## src/rtl/core/hfas_pkg.sv

```systemverilog
package hfas_pkg;

  localparam logic [15:0] SgnBit  = 16'h8000;
  localparam logic [15:0] ExpBits = 16'h7C00;
  localparam logic [15:0] QnanOut = 16'h7FFF;
  localparam logic [15:0] DExp    = 16'hF800;

  // Stage 1 -> stage 2: swapped operands and aligned mantissa.
  typedef struct packed {
    logic        is_sub;
    logic        done;     // result already final
    logic [15:0] res;      // final result when done
    logic [15:0] sign;
    logic [15:0] a;        // larger magnitude (sub: shifted left by one)
    logic [15:0] bm;       // aligned smaller mantissa
  } s1_t;

  // Stage 2 -> stage 3: final result or raw difference, ready for normalization.
  typedef struct packed {
    logic        done;
    logic [15:0] res;
    logic [15:0] sign;
    logic [15:0] ax;
    logic [15:0] nm;
  } s2_t;

endpackage

```

## src/rtl/core/hfas_if.sv

```systemverilog
interface hfas_in_if;
  logic        valid;
  logic        ready;
  logic        op;
  logic [15:0] a_value;
  logic [15:0] b_value;
  modport source (output valid, op, a_value, b_value, input ready);
  modport sink   (input valid, op, a_value, b_value, output ready);
endinterface

interface hfas_out_if;
  logic        valid;
  logic        ready;
  logic [15:0] sum_value;
  modport source (output valid, sum_value, input ready);
  modport sink   (input valid, sum_value, output ready);
endinterface

```

## src/rtl/core/half_float_add_sub.sv

```systemverilog
// Truncating binary16 adder/subtractor.
// Input channel in_if carries op (0: a+b, 1: a-b), a_value and b_value;
// output channel out_if carries sum_value. A beat is taken when valid and
// ready are both high.
// The unit is a three-stage pipeline: alignment, add or subtract, then
// leading-zero normalization. A beat passes through the s1_q, s2_q and res_q
// registers in turn before it shows up on out_if; throughput is one beat
// per cycle while the sink keeps up.
// Each stage holds its own valid bit. When the sink stalls, stages fill up
// from the output backwards; a stage advances whenever the stage after it
// is empty or moving, so no beat is lost or repeated.
// Reset clears the valid bits only; the data registers are not reset.
// NaN inputs and infinity minus infinity give 0x7FFF; overflow gives a
// signed infinity; exact cancellation gives +0.
module half_float_add_sub (
  input  logic clk_i,
  input  logic rst_ni,
  hfas_in_if.sink    in_if,
  hfas_out_if.source out_if
);
  hfas_pkg::s1_t s1_d, s1_q;
  hfas_pkg::s2_t s2_d, s2_q;
  logic [15:0]   res_d, res_q;
  logic          v1_q, v2_q, v3_q;
  logic          adv1, adv2, adv3;

  hfas_align   u_align   (.op_i(in_if.op), .a_i(in_if.a_value), .b_i(in_if.b_value),
                          .s1_o(s1_d));
  hfas_combine u_combine (.s1_i(s1_q), .s2_o(s2_d));
  hfas_norm    u_norm    (.s2_i(s2_q), .res_o(res_d));

  // Advance each stage when the one downstream can take it.
  assign adv3 = !v3_q || out_if.ready;
  assign adv2 = !v2_q || adv3;
  assign adv1 = !v1_q || adv2;
  assign in_if.ready = adv1;
  assign out_if.valid = v3_q;
  assign out_if.sum_value = res_q;

  always_ff @(posedge clk_i or negedge rst_ni) begin
    if (!rst_ni) begin
      v1_q <= 1'b0;
      v2_q <= 1'b0;
      v3_q <= 1'b0;
    end else begin
      if (adv1) v1_q <= in_if.valid;
      if (adv2) v2_q <= v1_q;
      if (adv3) v3_q <= v2_q;
    end
  end

  always_ff @(posedge clk_i) begin
    if (adv1) s1_q <= s1_d;
    if (adv2) s2_q <= s2_d;
    if (adv3) res_q <= res_d;
  end

  // Hold output while stalled.
  assert property (@(posedge clk_i) disable iff (!rst_ni)
    out_if.valid && !out_if.ready |=> out_if.valid && $stable(out_if.sum_value))
    else $error("output changed under stall");
  // A full pipe with stalled sink refuses input.
  assert property (@(posedge clk_i) disable iff (!rst_ni)
    v1_q && v2_q && v3_q && !out_if.ready |-> !in_if.ready)
    else $error("accepted into full pipe");
  // An accepted beat reaches stage one.
  assert property (@(posedge clk_i) disable iff (!rst_ni)
    in_if.valid && in_if.ready |=> v1_q)
    else $error("beat lost at entry");
endmodule

```

## src/rtl/core/hfas_align.sv

```systemverilog
module hfas_align (
  input  logic            op_i,
  input  logic [15:0]     a_i,
  input  logic [15:0]     b_i,
  output hfas_pkg::s1_t   s1_o
);
  logic [15:0] a0, b0, aa, bb, ax, bx, bmf, sh;
  logic        op, swap;

  always_comb begin
    op = op_i;
    b0 = b_i;
    if (((a_i ^ b_i) & hfas_pkg::SgnBit) != 16'd0) begin
      b0 = b_i ^ hfas_pkg::SgnBit;
      op = ~op_i;
    end
    s1_o = '0;
    s1_o.is_sub = op;
    s1_o.sign = a_i & hfas_pkg::SgnBit;
    bmf = '0;
    sh = '0;
    ax = '0;
    bx = '0;
    if (!op) begin
      a0 = a_i & 16'h7FFF;
      b0 = b0 & 16'h7FFF;
      swap = a0 < b0;
      aa = swap ? b0 : a0;
      bb = swap ? a0 : b0;
      if (aa >= hfas_pkg::ExpBits) begin
        s1_o.done = 1'b1;
        s1_o.res = (aa > hfas_pkg::ExpBits || bb > hfas_pkg::ExpBits) ? hfas_pkg::QnanOut
                   : (s1_o.sign | hfas_pkg::ExpBits);
      end
      ax = aa & hfas_pkg::ExpBits;
      bx = bb & hfas_pkg::ExpBits;
      if (ax != bx) begin
        sh = (ax - bx) >> 10;
        if (bx != 16'd0) bmf = (bb & 16'd1023) | 16'd1024;
        else begin
          bmf = bb;
          sh = sh - 16'd1;
        end
      end else begin
        bmf = (bb & 16'd1023) | 16'd1024;
        if (bx == 16'd0 && !s1_o.done) begin
          s1_o.done = 1'b1;
          s1_o.res = (aa + bb) | s1_o.sign;
        end
      end
    end else begin
      a0 = {a_i[14:0], 1'b0};
      b0 = {b0[14:0], 1'b0};
      swap = a0 < b0;
      aa = swap ? b0 : a0;
      bb = swap ? a0 : b0;
      if (swap) s1_o.sign = s1_o.sign ^ hfas_pkg::SgnBit;
      if (aa >= hfas_pkg::DExp) begin
        s1_o.done = 1'b1;
        s1_o.res = (aa > hfas_pkg::DExp || aa == bb) ? hfas_pkg::QnanOut
                   : (s1_o.sign | hfas_pkg::ExpBits);
      end
      ax = aa & hfas_pkg::DExp;
      bx = bb & hfas_pkg::DExp;
      if (ax != bx) begin
        sh = (ax - bx) >> 11;
        if (bx != 16'd0) bmf = (bb & 16'd2047) | 16'd2048;
        else begin
          bmf = bb;
          sh = sh - 16'd1;
        end
      end else begin
        bmf = (bb & 16'd2047) | 16'd2048;
        if (bx == 16'd0 && !s1_o.done) begin
          s1_o.done = 1'b1;
          s1_o.res = ((aa - bb) >> 1) == 16'd0 ? 16'd0 : (((aa - bb) >> 1) | s1_o.sign);
        end
      end
    end
    s1_o.a = aa;
    s1_o.bm = (sh < 16'd16) ? (bmf >> sh[3:0]) : 16'd0;
  end
endmodule

```

## src/rtl/core/hfas_combine.sv

```systemverilog
module hfas_combine (
  input  hfas_pkg::s1_t s1_i,
  output hfas_pkg::s2_t s2_o
);
  logic [15:0] s, e, r, am;

  always_comb begin
    s2_o = '0;
    s2_o.done = s1_i.done;
    s2_o.res = s1_i.res;
    s2_o.sign = s1_i.sign;
    s = '0;
    e = '0;
    r = '0;
    am = '0;
    if (!s1_i.is_sub) begin
      am = (s1_i.a & 16'd1023) | 16'd1024;
      s = am + s1_i.bm;
      e = s1_i.a & hfas_pkg::ExpBits;
      if (s >= 16'd2048) begin
        e = e + 16'h0400;
        s = s >> 1;
      end
      r = e | (s & 16'd1023);
      if (!s1_i.done) begin
        s2_o.done = 1'b1;
        s2_o.res = (r >= hfas_pkg::ExpBits) ? (s1_i.sign | hfas_pkg::ExpBits)
                   : (s1_i.sign | r);
      end
    end else begin
      s2_o.ax = s1_i.a & hfas_pkg::DExp;
      r = s1_i.a - s1_i.bm;
      s2_o.nm = ((s1_i.a & 16'd2047) | 16'd2048) - s1_i.bm;
      if (!s1_i.done) begin
        if ((r & hfas_pkg::DExp) == s2_o.ax) begin
          s2_o.done = 1'b1;
          s2_o.res = (r >> 1) | s1_i.sign;
        end else if (s2_o.nm == 16'd0) begin
          s2_o.done = 1'b1;
          s2_o.res = 16'd0;
        end
      end
    end
  end
endmodule

```

## src/rtl/core/hfas_norm.sv

```systemverilog
module hfas_norm (
  input  hfas_pkg::s2_t s2_i,
  output logic [15:0]   res_o
);
  logic [3:0]  lz;
  logic [4:0]  ex, shv;
  logic [15:0] nm;

  always_comb begin
    // Leading zeros above the hidden bit (nm < 4096 here).
    lz = 4'd11;
    for (int i = 0; i <= 11; i++) begin
      if (s2_i.nm[i]) lz = 4'(11 - i);
    end
    ex = s2_i.ax[15:11];
    // Shift until hidden bit or exponent reaches the subnormal level.
    if ({1'b0, lz} < ex) shv = {1'b0, lz};
    else shv = ex - 5'd1;
    nm = s2_i.nm << shv;
    if (s2_i.done) res_o = s2_i.res;
    else res_o = ((((nm & 16'd2047) | {ex - shv - (({1'b0, lz} < ex) ? 5'd0 : 5'd1),
                 11'd0})) >> 1) | s2_i.sign;
  end
endmodule
```

## src/flat_wrapper.sv

```systemverilog
// flat-port wrapper written by rule: the top's interface ports become plain ports
module half_float_add_sub_flat 
  (clk_i, rst_ni, in_if_valid, in_if_op, in_if_a_value, in_if_b_value, in_if_ready, out_if_valid, out_if_sum_value, out_if_ready);
  hfas_in_if in_if_i ();
  hfas_out_if out_if_i ();
  input  logic clk_i;
  input  logic rst_ni;
  input wire logic [$bits(in_if_i.valid)-1:0] in_if_valid;
  input wire logic [$bits(in_if_i.op)-1:0] in_if_op;
  input wire logic [$bits(in_if_i.a_value)-1:0] in_if_a_value;
  input wire logic [$bits(in_if_i.b_value)-1:0] in_if_b_value;
  output wire logic [$bits(in_if_i.ready)-1:0] in_if_ready;
  output wire logic [$bits(out_if_i.valid)-1:0] out_if_valid;
  output wire logic [$bits(out_if_i.sum_value)-1:0] out_if_sum_value;
  input wire logic [$bits(out_if_i.ready)-1:0] out_if_ready;
  assign in_if_i.valid = in_if_valid;
  assign in_if_i.op = in_if_op;
  assign in_if_i.a_value = in_if_a_value;
  assign in_if_i.b_value = in_if_b_value;
  assign in_if_ready = in_if_i.ready;
  assign out_if_valid = out_if_i.valid;
  assign out_if_sum_value = out_if_i.sum_value;
  assign out_if_i.ready = out_if_ready;
  half_float_add_sub u_core (.clk_i(clk_i), .rst_ni(rst_ni), .in_if(in_if_i), .out_if(out_if_i));
endmodule
```

## config.mk

```make
export PLATFORM = sky130hd
export DESIGN_NAME = half_float_add_sub_flat
export DESIGN_NICKNAME = d
export VERILOG_FILES = /design/src/rtl/core/hfas_pkg.sv /design/src/rtl/core/hfas_if.sv /design/src/rtl/core/half_float_add_sub.sv /design/src/rtl/core/hfas_align.sv /design/src/rtl/core/hfas_combine.sv /design/src/rtl/core/hfas_norm.sv /design/src/flat_wrapper.sv
export SDC_FILE = /design/constraint.sdc
export NUM_CORES = 1
export LEC_CHECK = 0
export BUFFER_PORTS_ARGS = -buffer_cell sky130_fd_sc_hd__buf_2
export CAP_MARGIN = 40
export CORE_MARGIN = 4
export CORE_UTILIZATION = 45
export DETAILED_ROUTE_END_ITERATION = 7
export HOLD_SLACK_MARGIN = 0.12
export PLACE_DENSITY = 0.61
export SETUP_SLACK_MARGIN = 0.5
export SLEW_MARGIN = 20
export SYNTH_ARGS = -nofsm -noshare
export SYNTH_HDL_FRONTEND = slang
export SYNTH_HIERARCHICAL = 1
export SYNTH_SLANG_ARGS = --single-unit
export TNS_END_PERCENT = 5
```

## constraint.sdc

```tcl
create_clock -name clk_i -period 5.37 [get_ports clk_i]
set_input_delay 0.8055 -clock clk_i [delete_from_list [all_inputs] [get_ports clk_i]]
set_output_delay 0.8055 -clock clk_i [all_outputs]
set_load 0.02 [all_outputs]
```

# Word-level counts from Yosys, hierarchy flattened
# Index checks and enable logic that the tools add are counted.
# classes
magnitude_cmp	11
eq_ne	4
n_mux	55
bitwise	10
reduce_logical	18
n_addsub	13
n_shift	2
# op_table
op	count
$mux 16	22
$mux 17	13
$logic_not 16->1	4
$mux 15	4
$or 15x16->16	3
$sub 16x16->16	3
$mux 4	8
$or 16x16->16	2
$reduce_bool 16->1	2
$gt 15x15->1 const B	2
$mux 10	2
$add 11x16->16	1
$add 15x11->16 const B	1
$add 15x15->16	1
$eq 16x16->1	1
$ge 16x12->1 const B	1
$ge 16x15->1 const B	1
$ge 16x16->1 const B	1
$gt 16x16->1 const B	1
$lt 16x16->1	1
$lt 16x5->1 const B	1
$or 11x16->16	1
$or 16x10->16	1
$shl 16x5->11	1
21 further kinds	35
# totals
output_inout_bits	18
regBits	139
inputBits	37
word_cells	129

# Longest topological paths before layout
# Gate-level depths: netlist of run 1.
# depth
ltp_word	18
depth_mapped	24

# Cells and area by module
# Netlist of run 1, hierarchy kept.
# by_module_without_submodules
mod	instances	seq_area_each_um2	area_each_um2	cells_per_inst
half_float_add_sub	1	4489.3	4540.6	157
hfas_align	1	0.0	4115.2	619
hfas_combine	1	0.0	2925.3	423
hfas_norm	1	0.0	1335.0	188

# Worst setup path before layout of run 1
# OpenSTA, ideal clock, no wires.
# synth_timing
path_kind	input-to-reg
from	input in_if_b_value[9]
to	register u_core/s1_q[63] (netlist name) (data pin)
arrival_ns	5.043
required_ns	5.089
n_path_buf	6
cell_stages	24
setup_slack_ns	0.046
path_cell_list	inv_1 -> ha_1 -> buf_4 -> inv_1 -> o31ai_2 -> a211oi_2 -> nand2_2 -> buf_6 -> buf_6 -> clkbuf_1 -> clkbuf_1 -> clkbuf_1 -> nor3_1 -> a21oi_1 -> ha_1 -> a41oi_1 -> o21ai_2 -> a31oi_4 -> o31a_4 -> or3_1 -> a2111oi_2 -> o2111ai_1 -> a21oi_1 -> o22ai_1
# synth_rtl
element	line_no	text
start: declaration	flat_wrapper.sv:11	input wire logic [$bits(in_if_i.b_value)-1:0] in_if_b_value;
end signal: assignment	half_float_add_sub.sv:53	if (adv1) s1_q <= s1_d;
end: declaration	half_float_add_sub.sv:21	hfas_pkg::s1_t s1_d, s1_q;

# Worst setup path in the final report of run 1
# layout_timing
from	input in_if_b_value[4]
to	register u_core/s1_q[3] (netlist name) (data pin)
# layout_via
elab_chain_len	8
word_cells_on_any_way	26
classes_between	add/sub (4); order compare (3); eq/ne (2); shift (1); mux (14); reduce/logical (2)
# layout_lines
element	line_no	text
$lt 15x15->1 or $lt 16x16->1 (tied branches)	hfas_align.sv:27, hfas_align.sv:54	
$mux 15, or another cell as far along	hfas_align.sv:28	aa = swap ? b0 : a0;
$sub 15x15->16 or $sub 16x16->16 (tied branches)	hfas_align.sv:38, hfas_align.sv:66	
$sub 6x1->7 or $sub 5x1->6 (tied branches)	hfas_align.sv:42, hfas_align.sv:70	
$mux 16 (on tied branches)	hfas_align.sv:39, hfas_align.sv:67	
$mux 16 (on tied branches)	hfas_align.sv:37, hfas_align.sv:65	
$mux 16	hfas_align.sv:24	if (!op) begin
$lt 16x5->1 or $shr 16x4->16 (tied branches)	hfas_align.sv:81	s1_o.bm = (sh < 16'd16) ? (bmf >> sh[3:0]) : 16'd0;
# Several ways; a longest one is shown, not always the timed one.
# A chain may end at the register's enable or synchronous reset.

==> results of run 1 <==
[area by class of cell]
class                      instances  share of cell area [%]
timing repair buffer              77                    3.49
multi-input combinational       1044                    55.8
clock buffer                      18                    3.31
inverter                          88                    2.49
sequential                       135                    30.5
tap                              341                    3.22
clock inverter                    14                    1.18
[worst max-delay path, stage by stage]
cell,delay [ps]
buf_2,160
inv_1,80
ha_1,420
a211oi_2,260
nor2_1,130
o311a_4,400
nor2_8,230
mux2i_2,320
ha_1,280
inv_1,100
ha_1,230
mux2i_1,200
nand2_2,280
mux2i_1,300
nor2_1,70
o221a_2,260
nor4b_1,350
[state kept, by name, indices dropped and copies added, names as in the netlist]
register	cells
u_core/s1_q	66
u_core/s2_q	50
u_core/out_if.sum_value	16
u_core/out_if.valid	1
u_core/v1_q	1
u_core/v2_q	1
[final timing paths]
check	start	endpoint	slack, ps	cells after the start
worst max-delay path	in_if_b_value[4]	u_core/s1_q[3]	690	17
worst max register to register	u_core/s2_q[11]	u_core/out_if.sum_value[14]	840	16
worst min register to register	u_core/s1_q[39]	u_core/s2_q[39]	470	0
max in group asynchronous	rst_ni	u_core/v1_q	5100	1
worst min-delay path	rst_ni	u_core/out_if.valid	160	1
min in group clk_i	u_core/s1_q[39]	u_core/s2_q[39]	470	0
[routing by layer]
metal,GRT usage [%],vias up,routed length (µm)
li1,-,4949,-
met1,29.9,4936,15500
met2,40.7,340,17700
met3,2.42,69,1450
met4,8.58,0,1240
met5,0,-,0
[power by group]
part           internal, mW  switching (mW)  total, mW
registers              1.52           0.204       1.73
clock network         0.672           0.484       1.16
logic                  1.39            2.20       3.59
==> results.md, run 1 <==
* ANT nets after route at 0
* Layout cells sized above 1 at 13.7%
* Port-buffer cells at 54
* Worst skew pair latency at roughly 420 ps
* Post-route design area at between 10000 and 15000 µm²
* Commonest non-fill, non-tap cell in the layout: edfxtp_1
* Total CTS buffers at 17
* Slew HR at 50.8%
* Vias at 10294
* Hold_buf cts at 0
* Clk_skew at 15.9 ps
* Core area at 27000 µm²
* Mean Syn Cell Area at 9.12 µm²
* Data arrival time of the worst path at around 4900 ps
* Drt wl/cell at 20.9 µm
* Post-DP Area at roughly 13000 µm²
* Fin cells at approximately 1700
* # rows at 60
* Slew of the pin with the lowest slew margin at 719 ps
* Period utilization at 87.1%
* Hold slack at around 160 ps
* Antenna Cells at 0
* H-tree levels at 4
* Area occupied by multi-input gates at about 7400 µm²
* Antenna violations before repair at 0
* DIE WIDTH at 173 µm
* Synth-to-Final Area Change at 7.69%
* Final setup violation count at 0
* Netlist Area Pre-Place at 12300 µm²
* Max frequency at 214 MHz
* Final min period at about 4700 ps
* Status: finished, final reports clean
* Tot Pwr at 6.47 mW
* Final Max Tran Viols at 0
* Drc violations at 0
* Final Core Density at 49.2%
* Register Area at approximately 4000 µm²
* GP Congestion at 0.960
* Vias per inst at between 5 and 6
* Leak at 5.37 nW
* Worst-path fanout max at 17
* RSZ-0062 raised after global routing: true
* Starting Density at 45.7%
* Cell count after synthesis at ~1300
* IO Pins at 55
* Die area at 30100 µm²
* Kind of end point of the critical path: flip-flop
* First drt pass iteration count at 5
* Number of global-route vias before repair at approximately 9900
* Placed cells at 1685
* DP Worst Slack at roughly 280 ps
* Post-layout worst setup margin at between 600 and 700 ps
* Final #Nets at roughly 1500
* Worst-path clk slew at roughly 70 ps
* Setup TNS at 0 ps
* Initial DRC Count at 919
* Max VDD drop at 0.230 mV
* Most frequent cells in the layout: edfxtp_1 (132), nor2_1 (122), a21oi_1 (115)
* Req. time, crit path at 5570 ps
* PwrDens at roughly 490 nW/µm²
* Critical Path Start Type: input port
* Die H at 173 µm
* Gates resized, CTS repair at 0
* Global-route wire length before repair at 56100 µm
* Final hold vios at 0
* Clk buf depth at 2
* Hold Path Class: in2async
* Final HPWL DP at 28700 µm
* # Max-Cap Violations at 0
* TritonCTS clock tree: yes
* Clk sinks at 135
* Pin count of the biggest net entering global routing at 59
* GRT Util Overall at 23.3%
* Root Driver: clkbuf_16
* Post-CTS Setup Bufs at 0
* Total wire length at 35800 µm
* Fill cells at 2535
* Critical path class: in2reg
* Grt ovf at 0
* YS warnings at 6
Power figures use the tool's default switching activity.
==> inputs of run 2 (changes only) <==
--- a/config.mk
+++ b/config.mk
@@ -5,14 +5,17 @@
 export SDC_FILE = /design/constraint.sdc
 export NUM_CORES = 1
 export LEC_CHECK = 0
+export ABC_AREA = 1
 export BUFFER_PORTS_ARGS = -buffer_cell sky130_fd_sc_hd__buf_2
 export CAP_MARGIN = 40
 export CORE_MARGIN = 4
 export CORE_UTILIZATION = 45
 export DETAILED_ROUTE_END_ITERATION = 7
+export GPL_TIMING_DRIVEN = 0
 export HOLD_SLACK_MARGIN = 0.12
 export PLACE_DENSITY = 0.61
 export SETUP_SLACK_MARGIN = 0.5
+export SKIP_LAST_GASP = 1
 export SLEW_MARGIN = 20
 export SYNTH_ARGS = -nofsm -noshare
 export SYNTH_HDL_FRONTEND = slang
==> results.md, run 2 <==
* Clk buf depth at 2 (unchanged)
* Critical path class: in2reg
* Max VDD drop at 0.189 mV (-18%)
* Synth-to-Final Area Change at 11.3%
* Max frequency at 233 MHz (+8.8%)
* Drc violations at 0 (unchanged)
* Tot Pwr at 6.60 mW (+2.0%)
* GP Congestion at 1.00 (+4.6%)
* Worst skew pair latency at 420 ps (about the same)
* Final #Nets at 1993 (+35%)
* Status: finished, final reports clean
* Post-layout worst setup margin at 1070 ps (+380 ps)
* TritonCTS clock tree: yes
* Vias per inst at 5.14 (-14%)
* Pin count of the biggest net entering global routing at 52 (-12%)
* Commonest non-fill, non-tap cell in the layout: nand2_1
* Antenna violations before repair at 0 (unchanged)
* Req. time, crit path at 5540 ps (-30 ps)
* Data arrival time of the worst path at 4470 ps (-410 ps)
* Netlist Area Pre-Place at 12700 µm² (+2.9%)
* Slew HR at 50.9% (about the same)
* H-tree levels at 4 (unchanged)
* Gates resized, CTS repair at 0 (unchanged)
* Vias at 11684 (+14%)
* Worst path max stage delay at 510 ps (+90 ps)
* Most flop-heavy register: u_core/s1_q
* DIE WIDTH at 176 µm (+1.4%)
* PwrDens at 468 nW/µm² (-4.1%)
* # rows at 61 (+1.7%)
* Period utilization at 80.0% (-7.1 points)
* # Max-Cap Violations at 0 (unchanged)
* Port-buffer cells at 54 (unchanged)
* Die area at 30900 µm² (+2.8%)
* Starting Density at 45.6% (-0.060 points)
* Grt ovf at 0 (unchanged)
* Most frequent CP cell: nand2_1
* Worst-path fanout max at 10 (-7)
* Mean Syn Cell Area at 7.08 µm² (-22%)
* Post-CTS Setup Bufs at 0 (unchanged)
* Final setup violation count at 0 (unchanged)
* Critical Path Start Type: input port
* Clk_skew at 9.19 ps (-6.68 ps)
* Setup TNS at 0 ps (unchanged)
* Cell count after synthesis at 1791 (+33%)
* First drt pass iteration count at 6 (+1)
* Number of global-route vias before repair at 10857 (+9.9%)
* Slew of the pin with the lowest slew margin at 729 ps (+10.5 ps)
* Crit path max-delay family: simple AND/OR/NAND/NOR gates
* Final hold vios at 0 (unchanged)
* Number of flip-flops in the largest register at 66 (unchanged)
* YS warnings at 6 (unchanged)
* Die H at 176 µm (+1.4%)
* DP Worst Slack at 592 ps (+314 ps)
* Core area at 27800 µm² (+3.1%)
* Final min period at 4300 ps (-380 ps)
* Most frequent cells in the layout: nand2_1 (516), inv_1 (219), nand3_1 (210)
* Final Max Tran Viols at 0 (unchanged)
* Worst-path clk slew at 60 ps (about the same)
* GRT Util Overall at 23.8% (+0.51 points)
* Global-route wire length before repair at 58000 µm (+3.4%)
* Hold slack at 163 ps (+1.59 ps)
* Drt wl/cell at 16.2 µm (-22%)
* RSZ-0062 raised after global routing: false
* Hold_buf cts at 0 (unchanged)
* Root Driver: clkbuf_16
* CP Buf/Inv Count at 6 (+3)
* Clk sinks at 135 (unchanged)
* Total CTS buffers at 17 (unchanged)
* IO Pins at 55 (unchanged)
* Layout cells sized above 1 at 15.4% (+1.7 points)
* Total wire length at 36900 µm (+3.1%)
* Kind of end point of the critical path: flip-flop
* Initial DRC Count at 847 (-7.8%)
* ANT nets after route at 0 (unchanged)
* Slowest-stage cell, CP: o21ai_1
* Final HPWL DP at 30500 µm (+6.2%)
* Crit-path cells: buf_2 -> inv_1 -> ha_1 -> buf_2 -> nand2_4 -> inv_2 -> nand2_1 -> nand2_1 -> a21oi_4 -> nand2_4 -> buf_6 -> o21ai_1 -> nand2_1 -> ha_1 -> inv_1 -> nand2_1 -> nand3_1 -> nand3_1 -> nand2_1 -> nand3_1 -> nand2_1 -> nand2_1 -> o311ai_0
* Hold Path Class: in2async
* Antenna Cells at 0 (unchanged)
* Leak at 6.98 nW (+30%)
## run 2: layer usage
| metal | global-route usage [%] | vias up | wire, µm |
|---|---|---|---|
| li1 | - | 5960 | - |
| met1 | 30.1 | 5344 | 16200 |
| met2 | 41.4 | 303 | 17700 |
| met3 | 2.39 | 77 | 1390 |
| met4 | 10.4 | 0 | 1680 |
| met5 | 0 | - | 0 |
## run 2: power by group
part,internal [mW],switching [mW],total [mW],leakage [nW]
sequential,1.50,0.171,1.67,1.42
clock,0.647,0.489,1.14,0.286
combinational,1.25,2.53,3.79,5.28
## run 2: final cells by class
type                    instances  area [µm²]
plain buffers                  95         654
clock buffers                  21         470
clock inverters                11         104
fillers                      2911       13700
inverters                     250         942
multi-input cells            1329        7130
flip-flops and latches        135        4040
well taps                     378         473
repair buffers                 55         290
## run 2: worst paths after layout
check	start	to	slack, ps	cells past startpoint
worst max-delay path	in_if_b_value[13]	u_core/s1_q[62]	1070	23
worst min-delay path	rst_ni	u_core/out_if.valid	160	1
worst max register to register	u_core/s2_q[8]	u_core/out_if.sum_value[14]	1210	24
worst min register to register	u_core/v1_q	u_core/v2_q	530	2
max in group asynchronous	rst_ni	u_core/v1_q	5100	1
min in group clk_i	u_core/v1_q	u_core/v2_q	530	2
## run 2: per-stage QoR
stage          cells  util, %  cell area, µm²
2_1_floorplan   1809        -           12700
3_3_place_gp    2241     48.5           13500
3_5_place_dp    2242     48.7           13500
4_1_cts         2274     50.7           14100
5_1_grt         2274     50.7           14100
6_report        2274     50.7           14100
